<file path="src/rtl/core/sts_pkg.sv">
// ----------------------------------------------------------------------------
// Sorted table search package
// Shared sizes, status codes, controller states and the command and status
// bundles that join the controller and the datapath.
// ----------------------------------------------------------------------------
package sts_pkg;

    // Table geometry
    localparam int TABLE_DEPTH = 1024;
    localparam int ADDR_W      = $clog2(TABLE_DEPTH);
    localparam int CNT_W       = $clog2(TABLE_DEPTH + 1);
    localparam int KEY_W       = 32;
    localparam int IDX_W       = 10;
    localparam int ENTRY_W     = 11;
    localparam int CMP_W       = (CNT_W > ENTRY_W) ? CNT_W : ENTRY_W;
    localparam int IDXX_W      = (ADDR_W > IDX_W) ? ADDR_W : IDX_W;

    localparam logic [ENTRY_W-1:0] ENTRY_RESET = ENTRY_W'(1024);

    // Result status codes
    typedef logic [1:0] status_t;
    localparam status_t STS_LOADED  = 2'd0;
    localparam status_t STS_REFUSED = 2'd1;
    localparam status_t STS_FOUND   = 2'd2;
    localparam status_t STS_MISSING = 2'd3;

    // Request codes
    localparam logic REQ_LOAD  = 1'b0;
    localparam logic REQ_QUERY = 1'b1;

    // Controller states
    typedef enum logic [2:0] {
        S_IDLE,
        S_LD_STEP,
        S_LD_CMP,
        S_Q_STEP,
        S_Q_CMP,
        S_DONE
    } state_t;

    // Controller to datapath commands
    typedef struct packed {
        logic    start;      // capture the word, init pointers
        logic    rd_load;    // read entry below the insert slot
        logic    wr_shift;   // move read entry up one slot
        logic    wr_key;     // write key at insert slot, bump count
        logic    rd_query;   // read midpoint, latch it
        logic    lo_up;      // lo = mid + 1
        logic    hi_down;    // hi = mid
        logic    set_res;    // latch a result code
        status_t res_code;
        logic    emit;       // move result into output register
    } cmd_t;

    // Datapath to controller status
    typedef struct packed {
        logic full;          // table holds its capacity
        logic pos_zero;      // insert slot at bottom
        logic range_empty;   // search window empty
        logic key_lt_rd;     // key < read entry
        logic rd_eq;         // read entry == key
        logic rd_lt_key;     // read entry < key
        logic out_free;      // output register can take a word
    } stat_t;

    // Fit a table address into the index field (low bits, zero extended)
    function automatic logic [IDX_W-1:0] to_index(input logic [ADDR_W-1:0] a);
        logic [IDXX_W-1:0] t;
        t = IDXX_W'(a);
        return t[IDX_W-1:0];
    endfunction

endpackage

</file>
<file path="src/rtl/core/sts_ctrl.sv">
// ----------------------------------------------------------------------------
// Sorted table search controller
// Sequences insert shifts and binary search probes, hands results to output.
// ----------------------------------------------------------------------------
module sts_ctrl (
    input  logic           clk,
    input  logic           rst_n,
    input  logic           in_valid,
    input  logic           req_type,
    output logic           in_ready,
    input  sts_pkg::stat_t stat,
    output sts_pkg::cmd_t  cmd
);

    sts_pkg::state_t state_reg;
    sts_pkg::state_t state_next;

    // State register
    always_ff @(posedge clk or negedge rst_n)
    begin
        if (!rst_n)
        begin
            state_reg <= sts_pkg::S_IDLE;
        end
        else
        begin
            state_reg <= state_next;
        end
    end

    // Next state and commands
    always_comb
    begin
        state_next   = state_reg;
        cmd          = '0;
        cmd.res_code = sts_pkg::STS_MISSING;
        in_ready     = 1'b0;
        case (state_reg)
            sts_pkg::S_IDLE:
            begin
                in_ready = 1'b1;
                if (in_valid)
                begin
                    cmd.start = 1'b1;
                    if (req_type == sts_pkg::REQ_QUERY)
                    begin
                        state_next = sts_pkg::S_Q_STEP;
                    end
                    else
                    begin
                        state_next = sts_pkg::S_LD_STEP;
                    end
                end
            end
            sts_pkg::S_LD_STEP:
            begin
                if (stat.full)
                begin
                    cmd.set_res  = 1'b1;
                    cmd.res_code = sts_pkg::STS_REFUSED;
                    state_next   = sts_pkg::S_DONE;
                end
                else if (stat.pos_zero)
                begin
                    cmd.wr_key   = 1'b1;
                    cmd.set_res  = 1'b1;
                    cmd.res_code = sts_pkg::STS_LOADED;
                    state_next   = sts_pkg::S_DONE;
                end
                else
                begin
                    cmd.rd_load = 1'b1;
                    state_next  = sts_pkg::S_LD_CMP;
                end
            end
            sts_pkg::S_LD_CMP:
            begin
                // shift larger entry up, or drop the key into place
                if (stat.key_lt_rd)
                begin
                    cmd.wr_shift = 1'b1;
                    state_next   = sts_pkg::S_LD_STEP;
                end
                else
                begin
                    cmd.wr_key   = 1'b1;
                    cmd.set_res  = 1'b1;
                    cmd.res_code = sts_pkg::STS_LOADED;
                    state_next   = sts_pkg::S_DONE;
                end
            end
            sts_pkg::S_Q_STEP:
            begin
                if (stat.range_empty)
                begin
                    cmd.set_res  = 1'b1;
                    cmd.res_code = sts_pkg::STS_MISSING;
                    state_next   = sts_pkg::S_DONE;
                end
                else
                begin
                    cmd.rd_query = 1'b1;
                    state_next   = sts_pkg::S_Q_CMP;
                end
            end
            sts_pkg::S_Q_CMP:
            begin
                if (stat.rd_eq)
                begin
                    cmd.set_res  = 1'b1;
                    cmd.res_code = sts_pkg::STS_FOUND;
                    state_next   = sts_pkg::S_DONE;
                end
                else if (stat.rd_lt_key)
                begin
                    cmd.lo_up  = 1'b1;
                    state_next = sts_pkg::S_Q_STEP;
                end
                else
                begin
                    cmd.hi_down = 1'b1;
                    state_next  = sts_pkg::S_Q_STEP;
                end
            end
            sts_pkg::S_DONE:
            begin
                // hold until the output register frees up
                if (stat.out_free)
                begin
                    cmd.emit   = 1'b1;
                    state_next = sts_pkg::S_IDLE;
                end
            end
            default:
            begin
                state_next = sts_pkg::S_IDLE;
            end
        endcase
    end

endmodule

</file>
<file path="config.mk">
export PLATFORM = sky130hd
export DESIGN_NAME = sts_ctrl
export DESIGN_NICKNAME = d
export VERILOG_FILES = /design/src/rtl/core/sts_pkg.sv /design/src/rtl/core/sts_ctrl.sv
export SDC_FILE = /design/constraint.sdc
export NUM_CORES = 1
export LEC_CHECK = 0
export CAP_MARGIN = 15
export CORE_AREA = 2 2 39 41
export CTS_CLUSTER_SIZE = 8
export DETAILED_ROUTE_END_ITERATION = 8
export DIE_AREA = 0 0 41 43
export DONT_BUFFER_PORTS = 1
export PLACE_DENSITY = 0.51
export SLEW_MARGIN = 20
export SYNTH_ARGS = -nofsm -noshare
export SYNTH_HDL_FRONTEND = slang
export SYNTH_SLANG_ARGS = --single-unit
</file>
<file path="constraint.sdc">
create_clock -name clk -period 1.5 [get_ports clk]
set_input_delay 0.15 -clock clk [delete_from_list [all_inputs] [get_ports clk]]
set_output_delay 0.15 -clock clk [all_outputs]
set_load 0.01 [all_outputs]
</file>
==> qor.csv, run 1 <==
metric,value,unit
diode count,0,
height of the die,43,um
type of the worst min-delay path,primary input to flip-flop,
fin area,492,um^2
final hold vios,0,
initial antenna violation count,0,
chip width,41,um
Worst Path Max Fanout,4,
Root Buffer,clkbuf_4,
VDD IR max,0.622,mV
failing checks,negative setup slack,
top cell type's share of synthesized area,0.221,
Max Fclk,0.665,GHz
synthesized area,340,um^2
Clock Path Buffers,2,
GRT Overall Usage,0.120,
Layout Skew,2.03,ps
ys async rst share,1.00,
Initial Util,0.246,
final setup fails,1,
ANT nets after route,0,
largest net degree at the start of global routing,10,
Crit. End Element,output pin,
GRT overflow,0,
CTS tree,done,
ys flop type,dfrtp_1,
MaxCap Viol Count,0,
Crit path depth,3,
"Data required, critical path",1350,ps
"Cell Chain, Critical Path",nand2b_1 > or3b_4 > o21ai_2,
Vias,376,
RSZ-0062 raised after global routing,yes,
"commonest non-fill, non-tap cell in the layout",buf_4,
hold path cells,3,
Worst path max stage delay,430,ps
DIE AREA,0.00176,mm^2
critical path class,flip-flop to output pin,
count of yosys warnings during synthesis,0,
FF/Latch Area,77.6,um^2
flop and latch count out of synthesis,3,
DRC,0,
cell taking the most area after synthesis,dfrtp_1,
fin crit share,1.00,
pwr dens,2100,mW/mm^2
Max-slew headroom,0.747,
Netlist cell types,27,
core area,0.00138,mm^2
number of synthesized flops with an enable pin,0,
Num CTS Buffers,3,
final wirelength,981,um
Syn Inst Count,45,
Routed WL per cell,13.4,um
startpoint types,flip-flop,
max-slew violation count,0,
post-DP HPWL,745,um
clk sink count,3,
vias in the first global route,351,
cell row count,14,
P_leak,0.193,nW
actual slew at the worst max-slew pin,377,ps
Arrival @ worst endpoint,1350,ps
max reg flops,3,
"Core Util, Final",0.355,
cells on worst reg2reg path,4,
worst slack at placement,181,ps
Buf/Inv on CP,0,
Filler cells,157,
first-pass GRT wire length,1410,um
Synth area leaders,"dfrtp_1 (22%), nand2_1 (6.6%), nor2_1 (6.6%)",
Port Buf Inserts,0,
post-layout min period,1500,ps
P&R area growth vs syn,44.5,%
Multi-input gate area,275,um^2
CP max-delay cell,or3b_4,
"Seq/Total Area, Yosys",0.221,
"CP delay by family, top",simple AND/OR/NAND/NOR gates,
Pre-Repair DR Iteration Count,4,
Syn Area/Cell,7.56,um^2
status,"finished, violations left",
syn_nets,56,
vias per cell,5.15,
Clock transition at path regs,40,ps
most frequent cells in the layout,"buf_4 (9), nor2_1 (6), nand2_1 (5)",
PnR worst setup slack,-3.66,ps
Post-DP Area,399,um^2
CTS H-tree lvls,1,
clock latency on the worst-skew pair,230,ps
Overall Power,0.00103,W
Routability Congestion,0.737,
initial DRC count,11,
Nets,69,
layout cells sized above 1,0.421,
Top-Level Pins,23,
[metal layers]
metal | track usage | up-vias | part of all wire
li1 | - | 188 | -
met1 | 0.150 | 170 | 0.45
met2 | 0.172 | 18 | 0.46
met3 | 0.0471 | 0 | 0.091
met4 | 0.0600 | 0 | 0
met5 | 0 | - | 0
[where the power goes]
| part | switching, W | internal [W] | leakage, nW |
|---|---|---|---|
| logic | 0.000375 | 0.000336 | 0.144 |
| clock network | 0.0000393 | 0.0000995 | 0.0150 |
| registers | 0.0000547 | 0.000127 | 0.0343 |
| total | 0.000469 | 0.000562 | 0.193 |
[cells by family (layout without fill, tap and decap cells)]
family,Yosys count,after routing,share of synthesized area
AOI/OAI and AO/OA,10,10,0.239
buffers and inverters,4,16,0.0735
DFF,3,3,0.221
and+or+nand+nor,28,28,0.467
[worst min-delay path: stages]
cell and delay, ps:
o21ai_0 50, nand2_1 60, nor2_1 40
[Yosys cell counts, drive strengths merged (2+ instances only)]
library cell	instances
a31oi	2
buf	3
dfrtp	3
nand2	6
nor2	6
nor2b	2
nor3	3
o21ai	2
or3b	2
[metrics by stage]
| stage | TNS, ps | hold slack [ps] | std cells |
|---|---|---|---|
| after floorplan | 0 | -146 | 45 |
| after global placement | 0 | -146 | 66 |
| after detailed placement | 0 | -146 | 66 |
| after CTS | -9.14 | 101 | 73 |
| after global routing | -144 | 116 | 73 |
| final | -3.66 | 104 | 73 |
[worst paths after layout]
path | start | to | slack [ps]
max | state_reg[2] | cmd[3] | -4
min | stat[2] | state_reg[1] | 100
max reg2reg | state_reg[1] | state_reg[2] | 220
min reg2reg | state_reg[1] | state_reg[1] | 630
max in group asynchronous | rst_n | state_reg[0] | 1170
min in group asynchronous | rst_n | state_reg[1] | 170
[cell type report]
| cell class | count | area share |
|---|---|---|
| clock buffers | 4 | 0.0534 |
| inverters | 1 | 0.00763 |
| multi-input cells | 38 | 0.560 |
| flip-flops and latches | 3 | 0.158 |
| well taps | 16 | 0.0407 |
| repair buffers | 11 | 0.181 |
[timing repair]
item                                   in CTS  in global routing
buffers inserted                            2                  0
endpoints found under the hold margin       3                  0
setup endpoints to repair                   4                  5
hold buffers                                1                  0
gates resized for setup                     8                  3
pin swaps                                   1                  2
No activity file was read; power rests on OpenSTA's default activity.
==> run 2, diff against run 1 <==
- RECOVER_POWER: not set -> 50
==> run 2 against run 1 <==
Net effect:
- the run still ends with negative setup slack left
- clock power about the same
- non-clock buffer count unchanged
- critical path depth unchanged
- setup slack unchanged
- critical endpoint unchanged
- sequential share of layout area up 0.12 points
- combinational power down 2%
- register-to-register slack barely moved
- first-iteration DRC count is the same
- total power is 1.1% lower
- global-route usage did not move
- via count unchanged
==> qor.csv, run 2 (synthesis gave the netlist of run 1 again) <==
metric,value,unit,change
Clock Path Buffers,2,,unchanged
final wirelength,981,um,unchanged
setup TNS,-3.66,ps,unchanged
initial antenna violation count,0,,unchanged
post-layout min period,1500,ps,unchanged
Worst Hold Launch,stat[2],,
Arrival @ worst endpoint,1350,ps,about the same
DRC,0,,unchanged
vias in the first global route,351,,unchanged
Crit. End Element,output pin,,
clock latency on the worst-skew pair,230,ps,about the same
cell row count,14,,unchanged
height of the die,43,um,unchanged
P&R area growth vs syn,43.4,%,
GRT Overall Usage,0.120,,unchanged
Top-Level Pins,23,,unchanged
P_leak,0.190,nW,-1.9%
Routability Congestion,0.737,,unchanged
Num CTS Buffers,3,,unchanged
Routed WL per cell,13.4,um,unchanged
status,"finished, violations left",,
Worst Path Max Fanout,4,,unchanged
Overall Power,0.00102,W,-1.1%
core area,0.00138,mm^2,unchanged
final hold vios,0,,unchanged
CTS H-tree lvls,1,,unchanged
ANT nets after route,0,,unchanged
CTS tree,done,,
chip width,41,um,unchanged
Layout Skew,2.03,ps,unchanged
Clock transition at path regs,40,ps,about the same
hold_ws,104,ps,unchanged
initial DRC count,11,,unchanged
clk sink count,3,,unchanged
diode count,0,,unchanged
post-DP HPWL,745,um,unchanged
failing checks,negative setup slack,,
DIE AREA,0.00176,mm^2,unchanged
critical path class,flip-flop to output pin,,
PnR worst setup slack,-3.66,ps,unchanged
max reg flops,3,,unchanged
"commonest non-fill, non-tap cell in the layout",buf_4,,
final setup fails,1,,unchanged
Port Buf Inserts,0,,unchanged
pwr dens,2090,mW/mm^2,-0.38%
Pre-Repair DR Iteration Count,4,,unchanged
most frequent cells in the layout,"buf_4 (8), nor2_1 (6), nand2_1 (5)",,
Max-slew headroom,0.747,,unchanged
vias per cell,5.15,,unchanged
worst r2r src,state_reg[1],,
Max Fclk,0.665,GHz,unchanged
type of the worst min-delay path,primary input to flip-flop,,
Vias,376,,unchanged
Initial Util,0.246,,unchanged
first-pass GRT wire length,1410,um,unchanged
layout cells sized above 1,0.404,,-0.0175
GRT overflow,0,,unchanged
Nets,69,,unchanged
RSZ-0062 raised after global routing,yes,,
"Data required, critical path",1350,ps,about the same
MaxCap Viol Count,0,,unchanged
startpoint types,flip-flop,,
actual slew at the worst max-slew pin,377,ps,+0.000238 ps
max-slew violation count,0,,unchanged
Critical Path Start,state_reg[2],,
VDD IR max,0.621,mV,-0.18%
Root Buffer,clkbuf_4,,
largest net degree at the start of global routing,10,,unchanged
fin crit share,1.00,,unchanged
-- run 2: changes by cell type in the layout (fill, tap and decap cells not counted), sizes merged --
cell and delta:
buf -1, clkbuf +1
-- run 2: area by class of cell --
| cell class | count | area [um^2] |
|---|---|---|
| clock buffer | 4 | 26.3 |
| fill | 159 | 896 |
| inverter | 1 | 3.75 |
| multi-input combinational | 38 | 275 |
| sequential | 3 | 77.6 |
| tap | 16 | 20.0 |
| timing repair buffer | 11 | 85.1 |
-- run 2: per-layer routing --
| metal | routed length, um | GRT usage | up-vias |
|---|---|---|---|
| met1 | 437 | 0.150 | 170 |
| met3 | 89 | 0.0471 | 0 |
| met5 | 0 | 0 | - |
| met2 | 454 | 0.172 | 18 |
| met4 | 0 | 0.0600 | 0 |
| li1 | - | - | 188 |
-- run 2: through the flow --
stage	cells	cell area [um^2]	utilization	worst slack, ps
2_1_floorplan	45	340	-	233
3_3_place_gp	66	399	0.288	176
3_5_place_dp	66	399	0.288	181
4_1_cts	73	480	0.347	-9.14
5_1_grt	73	488	0.353	-58.6
6_report	73	488	0.353	-3.66
-- run 2: worst max-delay path: stages (launching register included) --
cell and delay (ps):
dfrtp_1 400, nand2b_1 210, or3b_4 430, o21ai_2 90
-- run 2: what timing repair did --
action / CTS / global route
resized for setup: 8 / 3
cloned: 0 / 0
setup endpoints to repair: 4 / 5
pin swaps: 1 / 2
hold buffers: 1 / 0
buffers inserted: 2 / 0
hold endpoints to repair: 3 / 0
-- run 2: where the power goes --
| part | leakage, nW | switching, W | internal (W) |
|---|---|---|---|
| combinational | 0.140 | 0.000375 | 0.000324 |
| sequential | 0.0343 | 0.0000541 | 0.000127 |
| clock | 0.0150 | 0.0000393 | 0.0000995 |
-- run 2: path summary, 6_finish.rpt --
check	end	slack, ps	depth (start not counted)
max	cmd[3]	-4	3
min	state_reg[1]	100	3
max reg2reg	state_reg[2]	220	4
min reg2reg	state_reg[1]	630	3
max in group asynchronous	state_reg[0]	1170	1
min in group asynchronous	state_reg[1]	170	1
==> run 3, diff against run 2 <==
- ABC_AREA: not set -> 1
- PLACE_DENSITY: 0.51 -> 0.53
==> run 3 against run 2 <==
Net effect:
- the flow now finishes without violations
- sequential cell count unchanged
- synthesized cell count rose by 36%
- setup slack better by 81 ps
- clock skew fell by 0.64 ps
- critical path type unchanged
- critical endpoint is now cmd[7]
- largest cell class unchanged
- largest power group unchanged
==> qor.csv, run 3 <==
metric,value,unit,change
Layout Skew,1.40,ps,-0.636 ps
P&R area growth vs syn,16.9,%,
type of the worst min-delay path,primary input to flip-flop,,
Root Buffer,clkbuf_4,,
Psw,0.000501,W,+6.8%
Critical Path Start,state_reg[0],,
chip width,41,um,unchanged
Syn Inst Count,61,,+36%
diode count,0,,unchanged
clock power share,0.159,,+0.023
Pre-Repair DR Iteration Count,3,,-1
clk sink count,3,,unchanged
Max Fclk,0.703,GHz,+5.7%
mux cell area share after synthesis,0,,unchanged
"Data required, critical path",1350,ps,about the same
Sequential Power Share,0.216,,+0.038
Port Buf Inserts,0,,unchanged
Pint,0.000410,W,-26%
number of synthesized flops with an enable pin,0,,unchanged
height of the die,43,um,unchanged
final wirelength,888,um,-9.5%
"commonest non-fill, non-tap cell in the layout",nand2_1,,
Clock transition at path regs,40,ps,about the same
Worst Hold Launch,stat[0],,
Syn Area/Cell,6.05,um^2,-20%
setup TNS,0,ps,+3.66 ps
Routed WL per cell,11.0,um,-18%
layout cells sized above 1,0.277,,-0.127
top post-synthesis cells by count,"nand2_1 (10), inv_1 (9), nor2_1 (9)",,
Placed Cells,76,,+15%
initial antenna violation count,0,,unchanged
pwr dens,2110,mW/mm^2,+0.90%
actual slew at the worst max-slew pin,254,ps,-123 ps
status,completed,,
CTS H-tree lvls,1,,unchanged
Routability Congestion,0.698,,-5.4%
count of yosys warnings during synthesis,0,,unchanged
top-count cell post-synth,nand2_1,,
vias per cell,4.64,,-9.9%
most frequent cells in the layout,"nand2_1 (10), inv_1 (9), nor2_1 (9)",,
CTS tree,done,,
post-synthesis adder-cell area fraction,0,,unchanged
Synth Area in XOR/XNOR,0,,unchanged
synthesized area,369,um^2,+8.5%
Worst Path Max Fanout,5,,+1
post-DP HPWL,747,um,+0.35%
flop and latch count out of synthesis,3,,unchanged
final setup fails,0,,-1
DRC,0,,unchanged
clock latency on the worst-skew pair,230,ps,about the same
worst r2r src,state_reg[1],,
post-layout min period,1420,ps,-81.1 ps
startpoint types,flip-flop,,
RSZ-0062 raised after global routing,yes,,
cell taking the most area after synthesis,dfrtp_1,,
R2R setup slack,330,ps,+110 ps
crit path to,cmd[7],,
ys flop type,dfrtp_1,,
combinational family with the most area after synthesis,simple AND/OR/NAND/NOR gates,,
initial DRC count,11,,unchanged
Crit. End Element,output pin,,
critical path class,flip-flop to output pin,,
syn_nets,72,,+29%
GRT Overall Usage,0.117,,-0.00354
compound-cell area share of the yosys netlist,0.0407,,-0.198
Arrival @ worst endpoint,1270,ps,-80 ps
MaxCap Viol Count,0,,unchanged
first-pass GRT wire length,1360,um,-3.4%
VDD IR max,0.680,mV,+9.6%
Num CTS Buffers,3,,unchanged
Comb pwr share,0.625,,-0.061
Top-Level Pins,23,,unchanged
sw frac,0.550,,+0.0905
Clock Path Buffers,2,,unchanged
max-slew violation count,0,,unchanged
Non-Filler Instances,81,,+11%
Netlist cell types,15,,-44%
cell row count,14,,unchanged
GRT overflow,0,,unchanged
Synth Area in Simple Gates,0.603,,+0.136
DIE AREA,0.00176,mm^2,unchanged
final hold vios,0,,unchanged
Overall Power,0.000910,W,-11%
Max-slew headroom,0.830,,+0.0827
Vias,376,,unchanged
Nets,77,,+12%
cells on worst reg2reg path,6,,+2
r2r endpoint,state_reg[0],,
ys async rst share,1.00,,unchanged
max reg flops,3,,unchanged
Initial Util,0.267,,+0.0208
P_leak,0.235,nW,+24%
"Seq/Total Area, Yosys",0.203,,-0.0172
vias in the first global route,331,,-5.7%
ANT nets after route,0,,unchanged
top cell type's share of synthesized area,0.203,,-0.0172
core area,0.00138,mm^2,unchanged
Synth area leaders,"dfrtp_1 (20%), nand2_1 (10%), nand3_1 (9.5%)",,
fin crit share,0.948,,-0.0541
largest net degree at the start of global routing,9,,-1
run 3: cell count changes after synthesis, sizes merged, moves of 2 or more:
cell	delta
nand3	+7
a31oi	-2
nor2	+8
nand4	+5
nor3	-3
nor2b	-2
buf	-2
inv	+12
nand2	+6
or3b	-2
run 3: worst max-delay path, cell delays in order, from the launching register on:
cell and delay, ps:
dfrtp_1 430, inv_2 100, nor2_4 170, nand2_2 100
o21ai_1 240
run 3: worst min path at each step:
stage,to,depth (start not counted),slack (ps)
4_1_cts,state_reg[0],3,130
3_3_place_gp,state_reg[1],0,-150
5_1_grt,state_reg[0],3,150
2_1_floorplan,state_reg[0],0,-150
3_5_place_dp,state_reg[1],0,-150
6_report,state_reg[0],3,130
run 3: stage by stage:
| stage | setup WS, ps | hold slack [ps] | utilization | area [um^2] |
|---|---|---|---|---|
| after floorplan | 366 | -146 | - | 369 |
| after global placement | 218 | -145 | 0.276 | 382 |
| after detailed placement | 260 | -145 | 0.276 | 382 |
| after CTS | 8.55 | 128 | 0.302 | 418 |
| after global routing | -6.47 | 152 | 0.312 | 432 |
| final | 77.5 | 132 | 0.312 | 432 |
run 3: power by group through the flow:
stage / Combinational, W / Sequential, W / Clock, W
2_1_floorplan: 0.000497 / 0.000167 / 0
3_3_place_gp: 0.000551 / 0.000193 / 0
3_5_place_dp: 0.000549 / 0.000195 / 0
4_1_cts: 0.000554 / 0.000193 / 0.000152
5_1_grt: 0.000644 / 0.000201 / 0.000163
6_report: 0.000569 / 0.000197 / 0.000144
run 3: repair_timing:
item / in CTS / in global routing
endpoints found under the hold margin: 3 / 0
setup endpoints to repair: 0 / 3
setup buffers: 0 / 0
gates resized for setup: 0 / 4
hold buffers: 1 / 0
run 3: kinds of logic after synthesis:
group / after synthesis
buffers and inverters: 14
flip-flops: 3
AO/OA/AOI/OAI: 3
AND/OR/NAND/NOR: 41
run 3: area by class of cell:
type | instances | area (um^2)
fillers | 158 | 952
multi-input cells | 44 | 250
flip-flops and latches | 3 | 76.3
inverters | 13 | 48.8
clock buffers | 4 | 26.3
well taps | 16 | 20.0
repair buffers | 1 | 10.0
run 3: layer usage:
| layer | global-route usage | vias up | wire length, um |
|---|---|---|---|
| li1 | - | 203 | - |
| met1 | 0.133 | 159 | 373 |
| met2 | 0.181 | 12 | 445 |
| met3 | 0.0262 | 2 | 53 |
| met4 | 0.0800 | 0 | 16 |
| met5 | 0 | - | 0 |
